## src/design/chash_pkg.sv

```systemverilog
// Shared constants, codes and helper functions for the chained hash table.
// Used by chained_hash_table_top and chash_ram users; depends on nothing.
package chash_pkg;

  localparam int NUM_BUCKETS = 5;
  localparam int CHAIN_DEPTH = 8;
  localparam int TOTAL_SLOTS = NUM_BUCKETS * CHAIN_DEPTH;

  localparam int KEY_W    = 31;
  localparam int REQ_W    = 2;
  localparam int STATUS_W = 2;
  localparam int BKT_W    = 3;
  localparam int COUNT_W  = 4;

  localparam int SLOT_W = (TOTAL_SLOTS > 1) ? $clog2(TOTAL_SLOTS) : 1;
  localparam int IDX_W  = (CHAIN_DEPTH > 1) ? $clog2(CHAIN_DEPTH) : 1;
  localparam int REM_W  = (NUM_BUCKETS > 1) ? $clog2(NUM_BUCKETS) : 1;

  // The key is reduced one nibble per cycle, most significant nibble first.
  localparam int DIGIT_W   = 4;
  localparam int MOD_STEPS = (KEY_W + DIGIT_W - 1) / DIGIT_W;
  localparam int MOD_W     = MOD_STEPS * DIGIT_W;
  localparam int STEP_W    = (MOD_STEPS > 1) ? $clog2(MOD_STEPS) : 1;
  localparam int V_W       = REM_W + DIGIT_W;
  localparam int MAX_Q     = (1 << DIGIT_W) - 1;

  localparam logic [REQ_W-1:0] REQ_INSERT = 2'd0;
  localparam logic [REQ_W-1:0] REQ_DELETE = 2'd1;
  localparam logic [REQ_W-1:0] REQ_FIND   = 2'd2;

  localparam logic [STATUS_W-1:0] ST_DONE      = 2'd0;
  localparam logic [STATUS_W-1:0] ST_FULL      = 2'd1;
  localparam logic [STATUS_W-1:0] ST_NOT_FOUND = 2'd2;

  localparam logic [COUNT_W-1:0] COUNT_MAX = '1;

  // One step of the remainder recurrence: (rem * 16 + digit) mod NUM_BUCKETS.
  // The partial value is below 16 * NUM_BUCKETS, so the quotient digit is
  // found by comparing against every constant multiple in parallel.
  function automatic logic [REM_W-1:0] mod_step(input logic [REM_W-1:0]   rem,
                                                input logic [DIGIT_W-1:0] digit);
    logic [V_W-1:0] v;
    logic [V_W-1:0] sub;
    v   = {rem, digit};
    sub = '0;
    for (int k = 1; k <= MAX_Q; k++) begin
      if (v >= V_W'(k * NUM_BUCKETS)) begin
        sub = V_W'(k * NUM_BUCKETS);
      end
    end
    return REM_W'(v - sub);
  endfunction

endpackage

```

## src/design/chash_ram.sv

```systemverilog
// Generic single-write, single-read RAM with registered read data.
// Standalone; holds the slot keys of the chained hash table.
module chash_ram #(
  parameter int WIDTH = 8,
  parameter int DEPTH = 16
) (
  input  logic                                    clk,
  input  logic                                    we,
  input  logic [((DEPTH > 1) ? $clog2(DEPTH) : 1)-1:0] waddr,
  input  logic [WIDTH-1:0]                        wdata,
  input  logic [((DEPTH > 1) ? $clog2(DEPTH) : 1)-1:0] raddr,
  output logic [WIDTH-1:0]                        rdata
);

  logic [WIDTH-1:0] mem [DEPTH];

  always_ff @(posedge clk) begin
    if (we) begin
      mem[waddr] <= wdata;
    end
    rdata <= mem[raddr];
  end

endmodule

```

## src/design/chained_hash_table_top.sv

```systemverilog
// Top level of the chained hash table: request sequencer, slot valid bits
// and result register. Depends on chash_pkg and chash_ram.
//
// Requests arrive on the in_ channel: in_tuser carries the request type
// (insert, delete all copies, find) and in_tdata the 31-bit key. Each
// request gives exactly one result on the out_ channel: out_tuser is the
// status, out_tdata holds the bucket and the match count.
// The block works on one request at a time and drops in_tready meanwhile.
// A request first reduces its key modulo the bucket count, one nibble per
// cycle, then forms the bucket base address. An insert then checks slot
// valid bits one per cycle, lowest slot first. A delete or find reads the
// key RAM one slot per cycle and compares each slot behind its read, as the
// read data is registered. The S_FIN state then loads the result, and the
// next request is taken in the cycle after the result is loaded. The result
// sits in an output register: the block takes a new request while an older
// result waits, and holds a newly finished result only while that register
// is still full and not taken.
// Reset (rst_n low, synchronous) clears all slot valid bits at once, so the
// table is empty; the key RAM needs no clearing.
module chained_hash_table_top (
  input  logic        clk,
  input  logic        rst_n,
  input  logic        in_tvalid,
  output logic        in_tready,
  input  logic [31:0] in_tdata,   // [30:0] key
  input  logic [1:0]  in_tuser,   // [1:0] req_type
  output logic        out_tvalid,
  input  logic        out_tready,
  output logic [7:0]  out_tdata,  // [2:0] bucket, [6:3] match_count
  output logic [1:0]  out_tuser   // [1:0] status
);

  typedef enum logic [2:0] {
    S_IDLE,
    S_MOD,
    S_BASE,
    S_INS,
    S_SCAN,
    S_FIN
  } state_t;

  state_t state_r, state_nxt;

  logic [chash_pkg::KEY_W-1:0]    key_r, key_nxt;
  logic [chash_pkg::REQ_W-1:0]    req_r, req_nxt;
  logic [chash_pkg::MOD_W-1:0]    shift_r, shift_nxt;
  logic [chash_pkg::STEP_W-1:0]   step_r, step_nxt;
  logic [chash_pkg::REM_W-1:0]    rem_r, rem_nxt;
  logic [chash_pkg::SLOT_W-1:0]   base_r, base_nxt;
  logic [chash_pkg::IDX_W-1:0]    idx_r, idx_nxt;
  logic                           issue_done_r, issue_done_nxt;
  logic                           cmp_vld_r, cmp_vld_nxt;
  logic                           cmp_last_r, cmp_last_nxt;
  logic [chash_pkg::SLOT_W-1:0]   cmp_slot_r, cmp_slot_nxt;
  logic [chash_pkg::COUNT_W-1:0]  count_r, count_nxt;
  logic [chash_pkg::STATUS_W-1:0] status_r, status_nxt;
  logic                           out_valid_r, out_valid_nxt;
  logic [chash_pkg::STATUS_W-1:0] out_status_r, out_status_nxt;
  logic [chash_pkg::BKT_W-1:0]    out_bucket_r, out_bucket_nxt;
  logic [chash_pkg::COUNT_W-1:0]  out_count_r, out_count_nxt;
  logic [chash_pkg::TOTAL_SLOTS-1:0] valid_r, valid_nxt;

  logic [chash_pkg::SLOT_W-1:0] slot_addr;
  logic [chash_pkg::SLOT_W-1:0] chk_slot;
  logic                         chk_valid;
  logic                         ram_we;
  logic [chash_pkg::KEY_W-1:0]  ram_rdata;
  logic                         hit;
  logic [chash_pkg::COUNT_W-1:0] count_inc;
  logic                         in_fire;

  chash_ram #(
    .WIDTH (chash_pkg::KEY_W),
    .DEPTH (chash_pkg::TOTAL_SLOTS)
  ) u_key_ram (
    .clk   (clk),
    .we    (ram_we),
    .waddr (slot_addr),
    .wdata (key_r),
    .raddr (slot_addr),
    .rdata (ram_rdata)
  );

  assign in_tready  = (state_r == S_IDLE);
  assign in_fire    = in_tvalid & in_tready;
  assign out_tvalid = out_valid_r;
  assign out_tuser  = out_status_r;
  assign out_tdata  = {1'b0, out_count_r, out_bucket_r};

  // Slot of the bucket currently addressed by the index counter.
  assign slot_addr = chash_pkg::SLOT_W'(base_r + chash_pkg::SLOT_W'(idx_r));
  assign chk_slot  = (state_r == S_INS) ? slot_addr : cmp_slot_r;
  assign chk_valid = valid_r[chk_slot];
  assign ram_we    = (state_r == S_INS) && !chk_valid;
  assign hit       = cmp_vld_r && chk_valid && (ram_rdata == key_r);
  assign count_inc = (count_r == chash_pkg::COUNT_MAX) ? count_r
                                                       : count_r + 1'b1;

  always_comb begin
    state_nxt      = state_r;
    key_nxt        = key_r;
    req_nxt        = req_r;
    shift_nxt      = shift_r;
    step_nxt       = step_r;
    rem_nxt        = rem_r;
    base_nxt       = base_r;
    idx_nxt        = idx_r;
    issue_done_nxt = issue_done_r;
    cmp_vld_nxt    = 1'b0;
    cmp_last_nxt   = 1'b0;
    cmp_slot_nxt   = cmp_slot_r;
    count_nxt      = count_r;
    status_nxt     = status_r;
    valid_nxt      = valid_r;
    out_valid_nxt  = out_valid_r & ~out_tready;
    out_status_nxt = out_status_r;
    out_bucket_nxt = out_bucket_r;
    out_count_nxt  = out_count_r;

    case (state_r)
      S_IDLE: begin
        if (in_fire) begin
          key_nxt   = in_tdata[chash_pkg::KEY_W-1:0];
          req_nxt   = in_tuser;
          shift_nxt = chash_pkg::MOD_W'(in_tdata[chash_pkg::KEY_W-1:0]);
          step_nxt  = '0;
          rem_nxt   = '0;
          state_nxt = S_MOD;
        end
      end
      S_MOD: begin
        rem_nxt   = chash_pkg::mod_step(rem_r,
                      shift_r[chash_pkg::MOD_W-1 -: chash_pkg::DIGIT_W]);
        shift_nxt = shift_r << chash_pkg::DIGIT_W;
        step_nxt  = step_r + 1'b1;
        if (step_r == chash_pkg::STEP_W'(chash_pkg::MOD_STEPS - 1)) begin
          state_nxt = S_BASE;
        end
      end
      S_BASE: begin
        base_nxt       = chash_pkg::SLOT_W'(32'(rem_r) * chash_pkg::CHAIN_DEPTH);
        idx_nxt        = '0;
        issue_done_nxt = 1'b0;
        count_nxt      = '0;
        state_nxt      = (req_r == chash_pkg::REQ_INSERT) ? S_INS : S_SCAN;
      end
      S_INS: begin
        if (!chk_valid) begin
          valid_nxt[slot_addr] = 1'b1;
          status_nxt = chash_pkg::ST_DONE;
          count_nxt  = chash_pkg::COUNT_W'(1);
          state_nxt  = S_FIN;
        end else if (idx_r == chash_pkg::IDX_W'(chash_pkg::CHAIN_DEPTH - 1)) begin
          status_nxt = chash_pkg::ST_FULL;
          count_nxt  = '0;
          state_nxt  = S_FIN;
        end else begin
          idx_nxt = idx_r + 1'b1;
        end
      end
      S_SCAN: begin
        // Read of one slot is issued while the previous slot is compared.
        if (!issue_done_r) begin
          cmp_vld_nxt  = 1'b1;
          cmp_slot_nxt = slot_addr;
          if (idx_r == chash_pkg::IDX_W'(chash_pkg::CHAIN_DEPTH - 1)) begin
            cmp_last_nxt   = 1'b1;
            issue_done_nxt = 1'b1;
          end else begin
            idx_nxt = idx_r + 1'b1;
          end
        end
        if (hit) begin
          count_nxt = count_inc;
          if (req_r == chash_pkg::REQ_DELETE) begin
            valid_nxt[cmp_slot_r] = 1'b0;
          end
        end
        if (cmp_vld_r && cmp_last_r) begin
          status_nxt = ((hit ? count_inc : count_r) != '0) ? chash_pkg::ST_DONE
                                                          : chash_pkg::ST_NOT_FOUND;
          state_nxt  = S_FIN;
        end
      end
      S_FIN: begin
        if (!out_valid_r || out_tready) begin
          out_valid_nxt  = 1'b1;
          out_status_nxt = status_r;
          out_bucket_nxt = chash_pkg::BKT_W'(rem_r);
          out_count_nxt  = count_r;
          state_nxt      = S_IDLE;
        end
      end
      default: begin
        state_nxt = S_IDLE;
      end
    endcase
  end

  always_ff @(posedge clk) begin
    if (!rst_n) begin
      state_r     <= S_IDLE;
      valid_r     <= '0;
      out_valid_r <= 1'b0;
      cmp_vld_r   <= 1'b0;
      cmp_last_r  <= 1'b0;
    end else begin
      state_r     <= state_nxt;
      valid_r     <= valid_nxt;
      out_valid_r <= out_valid_nxt;
      cmp_vld_r   <= cmp_vld_nxt;
      cmp_last_r  <= cmp_last_nxt;
    end
    key_r        <= key_nxt;
    req_r        <= req_nxt;
    shift_r      <= shift_nxt;
    step_r       <= step_nxt;
    rem_r        <= rem_nxt;
    base_r       <= base_nxt;
    idx_r        <= idx_nxt;
    issue_done_r <= issue_done_nxt;
    cmp_slot_r   <= cmp_slot_nxt;
    count_r      <= count_nxt;
    status_r     <= status_nxt;
    out_status_r <= out_status_nxt;
    out_bucket_r <= out_bucket_nxt;
    out_count_r  <= out_count_nxt;
  end

endmodule
```

## config.mk

```make
export PLATFORM = sky130hd
export DESIGN_NAME = chained_hash_table_top
export DESIGN_NICKNAME = d
export VERILOG_FILES = /design/src/design/chash_pkg.sv /design/src/design/chash_ram.sv /design/src/design/chained_hash_table_top.sv
export SDC_FILE = /design/constraint.sdc
export NUM_CORES = 2
export LEC_CHECK = 0
export BUFFER_PORTS_ARGS = -buffer_cell sky130_fd_sc_hd__buf_2
export CORE_MARGIN = 3
export CORE_UTILIZATION = 45
export CTS_CLUSTER_SIZE = 8
export DETAILED_ROUTE_END_ITERATION = 10
export MAX_ROUTING_LAYER = met4
export PLACE_DENSITY_LB_ADDON = 0.05
export REMOVE_ABC_BUFFERS = 1
export SYNTH_ARGS = -nofsm -noshare
export SYNTH_HDL_FRONTEND = slang
export SYNTH_HIERARCHICAL = 1
export SYNTH_SLANG_ARGS = --single-unit
```

## constraint.sdc

```tcl
create_clock -name clk -period 5.9 [get_ports clk]
set_clock_uncertainty 0.2 [all_clocks]
set_input_delay 0.295 -clock clk [delete_from_list [all_inputs] [get_ports clk]]
set_output_delay 0.295 -clock clk [all_outputs]
set_load 0.05 [all_outputs]
```

Word level (Yosys, flattened, before mapping)
Memory sizes are Yosys's and may differ from the RTL's. A register that Yosys moved wholly into a read port is not among the register bits.
Index checks and enable logic that the tools add are counted.

operators by class
  add/sub/neg operators = 5
  magnitude comparators = 20
  equality and inequality tests = 20
  multiplexer cells = 62
  bitwise operators = 9
  reductions and logical operators = 27

operators by type and width
  cell                number
  $mux 40             3
  $mux 3              27
  $pmux 40 s2         1
  $pmux 32 s2         1
  $ge 7x6->1 const B  6
  $and 40x40->40      1
  $not 40->40         1
  $or 40x40->40       1
  $mux 32             1
  $eq 31x31->1        1
  $ge 7x5->1 const B  3
  $ge 7x7->1 const B  3
  $lt 6x7->1 const B  3
  $pmux 3 s6          1
  $mux 4              4
  $ne 2x2->1 const B  8
  $ge 7x4->1 const B  2
  $demux 1 s6         2
  $eq 3x3->1 const B  4
  $ge 6x1->1 const B  2
  $pmux 3 s2          2
  $pmux 4 s3          1
  $reduce_and 2->1    6
  $mux 1              10
  31 further kinds    49

storage, ports and cells
  register bits = 145
  bits in writable memories = 1,240
  bits of input ports = 38
  logic and storage cells = 163
  memories kept = 1

memories
  name           words  width  read ports  clocked after Yosys merged registers in  wr ports  line             source
  u_key_ram.mem  40     31     1           1                                        1         chash_ram.sv:15  logic [WIDTH-1:0] mem [DEPTH];

Logic depth before layout (Yosys ltp)
  depth in word-level cells = 19
  gate-level depth with buffers = 15

Modules after synthesis
Netlist, hierarchy kept.

modules (own cells, without submodules)
  module                  instances  cells each  area an instance (um^2)  sequential area each (um^2)
  chash_ram               1          2,485       48,933.2                 37,856.3
  chained_hash_table_top  1          715         7,537.2                  3,893.7

Least setup slack after synthesis
No wires, ideal clock.

  path type = flip-flop to flip-flop
  from = reg idx_r[2] (netlist bit)
  to = mem u_key_ram/mem[12][0] (netlist bit), enable pin
  setup time = 458 ps
  arrival time = 4,898 ps
  required time = 5,242 ps
  setup slack = 344 ps
  stages on the path, launching flop included = 14
  buffers on the path = 4
  clock period less this slack = 5,556 ps
  cells stage by stage = edfxtp_1 > buf_2 > and4b_1 > buf_6 > a21o_1 > buf_6 > a2111oi_1 > nor2_1 > a221oi_2 > o21ai_0 > nor2_1 > nand2b_1 > clkbuf_1 > nor3_1

between the ends
  cells in the longest elaborated chain, start to end = 8

ends and longest elaborated chain
  item                          line                           source
  start, declared               chained_hash_table_top.sv:50   logic [chash_pkg::IDX_W-1:0] idx_r, idx_nxt;
  start signal, assigned        chained_hash_table_top.sv:220  idx_r <= idx_nxt;
  $add 6x3->6                   chained_hash_table_top.sv:91   assign slot_addr = chash_pkg::SLOT_W'(base_r + chash_pkg::SLOT_W'(idx_r));
  $mux 6                        chained_hash_table_top.sv:92   assign chk_slot = (state_r == S_INS) ? slot_addr : cmp_slot_r;
  $bmux 1 s6                    chained_hash_table_top.sv:93   assign chk_valid = valid_r[chk_slot];
  $mux 1 (implied by the code)  chained_hash_table_top.sv:93
  $logic_not 1->1               n/a
  $logic_and 1x1->1             chained_hash_table_top.sv:94   assign ram_we = (state_r == S_INS) && !chk_valid;
  via ram_we                    chained_hash_table_top.sv:66   logic ram_we;
  $mux 1                        chash_ram.sv:18                if (we) begin
  $mux 1 (implied by the code)  chash_ram.sv:19                mem[waddr] <= wdata;
  end, declared                 chash_ram.sv:15

The timed path passes the listed nets, and every way through them passes these cells. The select of a mux whose other input is x is not followed.

Final worst setup path
  from = reg idx_r[2] (netlist bit)
  to = mem u_key_ram/mem[37][11] (netlist bit), enable pin

The elaborated chain is that of the path after synthesis.

==> metrics.yaml <==
fill_cells: 9856
drive_gt1_share_pct: 17.8
fin_crit_sh_pct: 86.5
synth-compound-area-share_pct: 7.71
final_cell_mix: "edfxtp_1, mux2i_1, clkbuf_16"
max_freq_mhz: 196
io_buffers: 47
cp-start-kind: "flop"
hold_viol: 0
drv_slew: 0
fin_tns_setup_ns: 0
p_sw_w: 0.00604
antenna_found_initial: 3
crit_required_ns: 6.13
synth_warnings: 6
setup_viol: 0
maxCapViolCount: 0
fin_hold_ws_ns: 0.0714
drtIter0Drc: 2908
die_area_mm2: 0.130
chipWidth_um: 360
cts.sinks: 1416
grt_setup_unrepaired: "no"
crit_path_max_fanout: 34
die_h_um: 360
synthMuxAreaShare_pct: 12.5
cts_max_level: 4
numCtsBuffers: 195
cp.arrival_ns: 5.33
postCtsSetupBuffers: 0
ys_ff_latch: 1416
synth-xor-area-share_pct: 0.574
synthAdderAreaFrac_pct: 0.146
r2r_start: "idx_r[2]$_SDFFCE_PN0P_"
clk_path_buf_depth: 3
final_common_cell: "edfxtp_1"
clock-root-buffer: "clkbuf_16"
synth_top_family_by_area: "multiplexers"
cellPowerDensity_mw_per_mm2: 375
place.gp.congestion: 0.837
synthArstFlopShare_pct: 0
synthFlopType: "edfxtp_1"
status: "finished clean"
synth.distinct_cells: 72
syn-cell-area_mm2: 0.0565
holdCritPathClass: "in2reg"
synth-edff-count: 1339
startpoint: "idx_r[2]$_SDFFCE_PN0P_"
wl_per_cell_um: 30.2
cts_tree: "done"
clk_pin_slew_ns: 0.05
synth_area_per_cell_um2: 17.6
p_sw_share_pct: 24.5
grt_usage_pct: 25.0
clkPwrFrac_pct: 41.7
grt_max_degree: 127
hold_buffers: 54
first_global_vias: 31568
start_util_pct: 45.5
hp-start: "in_tdata[30]"
drc: 0
clk_latency_ns: 0.81
dp_hpwl_um: 92300
yosys.area_share.simple_pct: 3.12
relSlewSlack_pct: 24.5
synth_seq_area_share_pct: 73.9
antenna_left: 0
p_comb_share_pct: 10.5
num_vias: 30760
firstDrtPassIters: 5
leakagePower_nw: 22.3
final_nets: 3483
boundaryPins: 50
fp-row-count: 129
netlist_instances: 3200
core_mm2: 0.124
fin_crit_ns: 5.10
area_growth_pct: 16.4
multiInputGateArea_mm2: 0.0139
crit_path_end_kind: "flop"
ff2ff_setup_slack_ns: 0.80
grt-ovfl-total: 0
drt_wl_total_um: 157000
viasPerCell: 5.90
crit_type: "reg2reg"
seqCellArea_mm2: 0.0418
grt_pass1_wl_um: 226000
tightest_slew_ns: 1.12
cts.repair.resized: 0
vdd_drop_max_mv: 0.309
p_int_w: 0.0186
sequentialPowerShare_pct: 47.8
final timing paths:
kind / endpoint / cells after the start
setup / recovery: u_key_ram/mem[37][11]$_DFFE_PP_ / 14
hold / removal: key_r[30]$_DFFE_PP_ / 2
setup reg to reg: u_key_ram/mem[37][11]$_DFFE_PP_ / 14
hold reg to reg: out_tuser[1]$_DFFE_PP_ / 0
power by group through the flow:
stage                     sequential, W  clock (W)  combinational (W)
after floorplan                  0.0123          0            0.00189
after global placement           0.0120          0            0.00251
after detailed placement         0.0120          0            0.00257
after CTS                        0.0118     0.0105            0.00261
after global routing             0.0118     0.0110            0.00279
final                            0.0118     0.0103            0.00259
worst max-delay path, cell delays in order, from the launching register on:
cell,delay [ns]
edfxtp_1,0.34
buf_4,0.35
buf_4,0.65
nor3b_1,0.11
mux2_2,0.31
o211ai_1,0.10
nand4_1,0.22
a221oi_2,0.37
o21ai_0,0.31
nor2_1,0.33
nand2b_1,0.23
buf_4,0.22
or2_2,0.38
nor2_4,0.13
buf_4,0.43
state kept, by name, indices dropped and copies added (netlist names), 2 cells and up:
signal	cells
base_r	3
req_r	2
shift_r	32
out_tuser	2
valid_r	40
status_r	2
step_r	3
rem_r	3
out_count_r	4
out_bucket_r	3
idx_r	3
count_r	4
u_key_ram/rdata	31
state_r	3
key_r	31
u_key_ram/mem	1240
cmp_slot_r	6
kinds of logic (layout without fill, tap and decap cells):
logic type,Yosys count,in the layout
AND/OR/NAND/NOR,375,375
other,1,2
buffers and inverters,220,595
multiplexers,617,617
XOR/XNOR,37,37
AO/OA/AOI/OAI,528,528
adder cells (fa/ha/maj),6,6
flip-flops,1416,1416
synth_stat cells, types with 6 or more instances:
library cell  instances  area, µm²
a2111oi_0            26        228
a211oi_1             10       75.1
a21oi_1              94        470
a221oi_1             51        447
a221oi_2             12        180
a22o_1               62        543
a22oi_1             125        938
a31oi_1               7       43.8
and2_1               12       75.1
and3_1                6       37.5
buf_1                18       67.6
buf_2                35        175
buf_4                28        210
buf_6                15        169
clkbuf_1            104        390
dfxtp_1              77       1540
edfxtp_1           1339      40200
inv_1                12       45.0
mux2_2               35        394
mux2i_1             514       5140
mux4_2               68       1530
nand2_1             157        589
nand2b_1             16        100
nand3_1              15       75.1
nand4_1              14       87.6
nor2_1               80        300
nor2b_1              10       62.6
nor3_1               21        105
nor4_1                7       43.8
o21ai_0              13       65.1
o221a_1              20        225
o221a_2              17        191
o22ai_1              34        213
o41ai_2              31        504
or2_2                 9       56.3
or3_1                 6       37.5
xnor2_1              34        298
through the flow:
stage / total power (W) / util, % / setup slack, ns / instance area, µm² / std cells
floorplan: 0.0142 / - / -19.77 / 55400 / 2992
global placement: 0.0145 / 47.9 / 0.760 / 59500 / 4824
detailed placement: 0.0145 / 47.9 / 0.773 / 59500 / 4824
CTS: 0.0249 / 52.9 / 0.747 / 65700 / 5211
global route: 0.0256 / 52.9 / 0.586 / 65700 / 5212
finish: 0.0247 / 52.9 / 0.799 / 65700 / 5213
final cells by class:
cell class / count / area share [%]
flip-flops and latches: 1416 / 63.5
multi-input cells: 1564 / 21.2
clock buffers: 320 / 8.24
repair buffers: 250 / 3.48
well taps: 1637 / 3.12
clock inverters: 13 / 0.345
inverters: 12 / 0.0686
diodes: 1 / 0.00381
per-layer routing:
metal	part of all wire [%]	vias to the layer above	GRT usage, %	wire, µm
li1	-	13449	-	-
met1	45	16142	34.2	70200
met2	48	952	39.1	75400
met3	5.0	217	3.73	7910
met4	2.5	0	7.42	3910
met5	0	-	-	0
No activity file was read; power rests on OpenSTA's default activity.
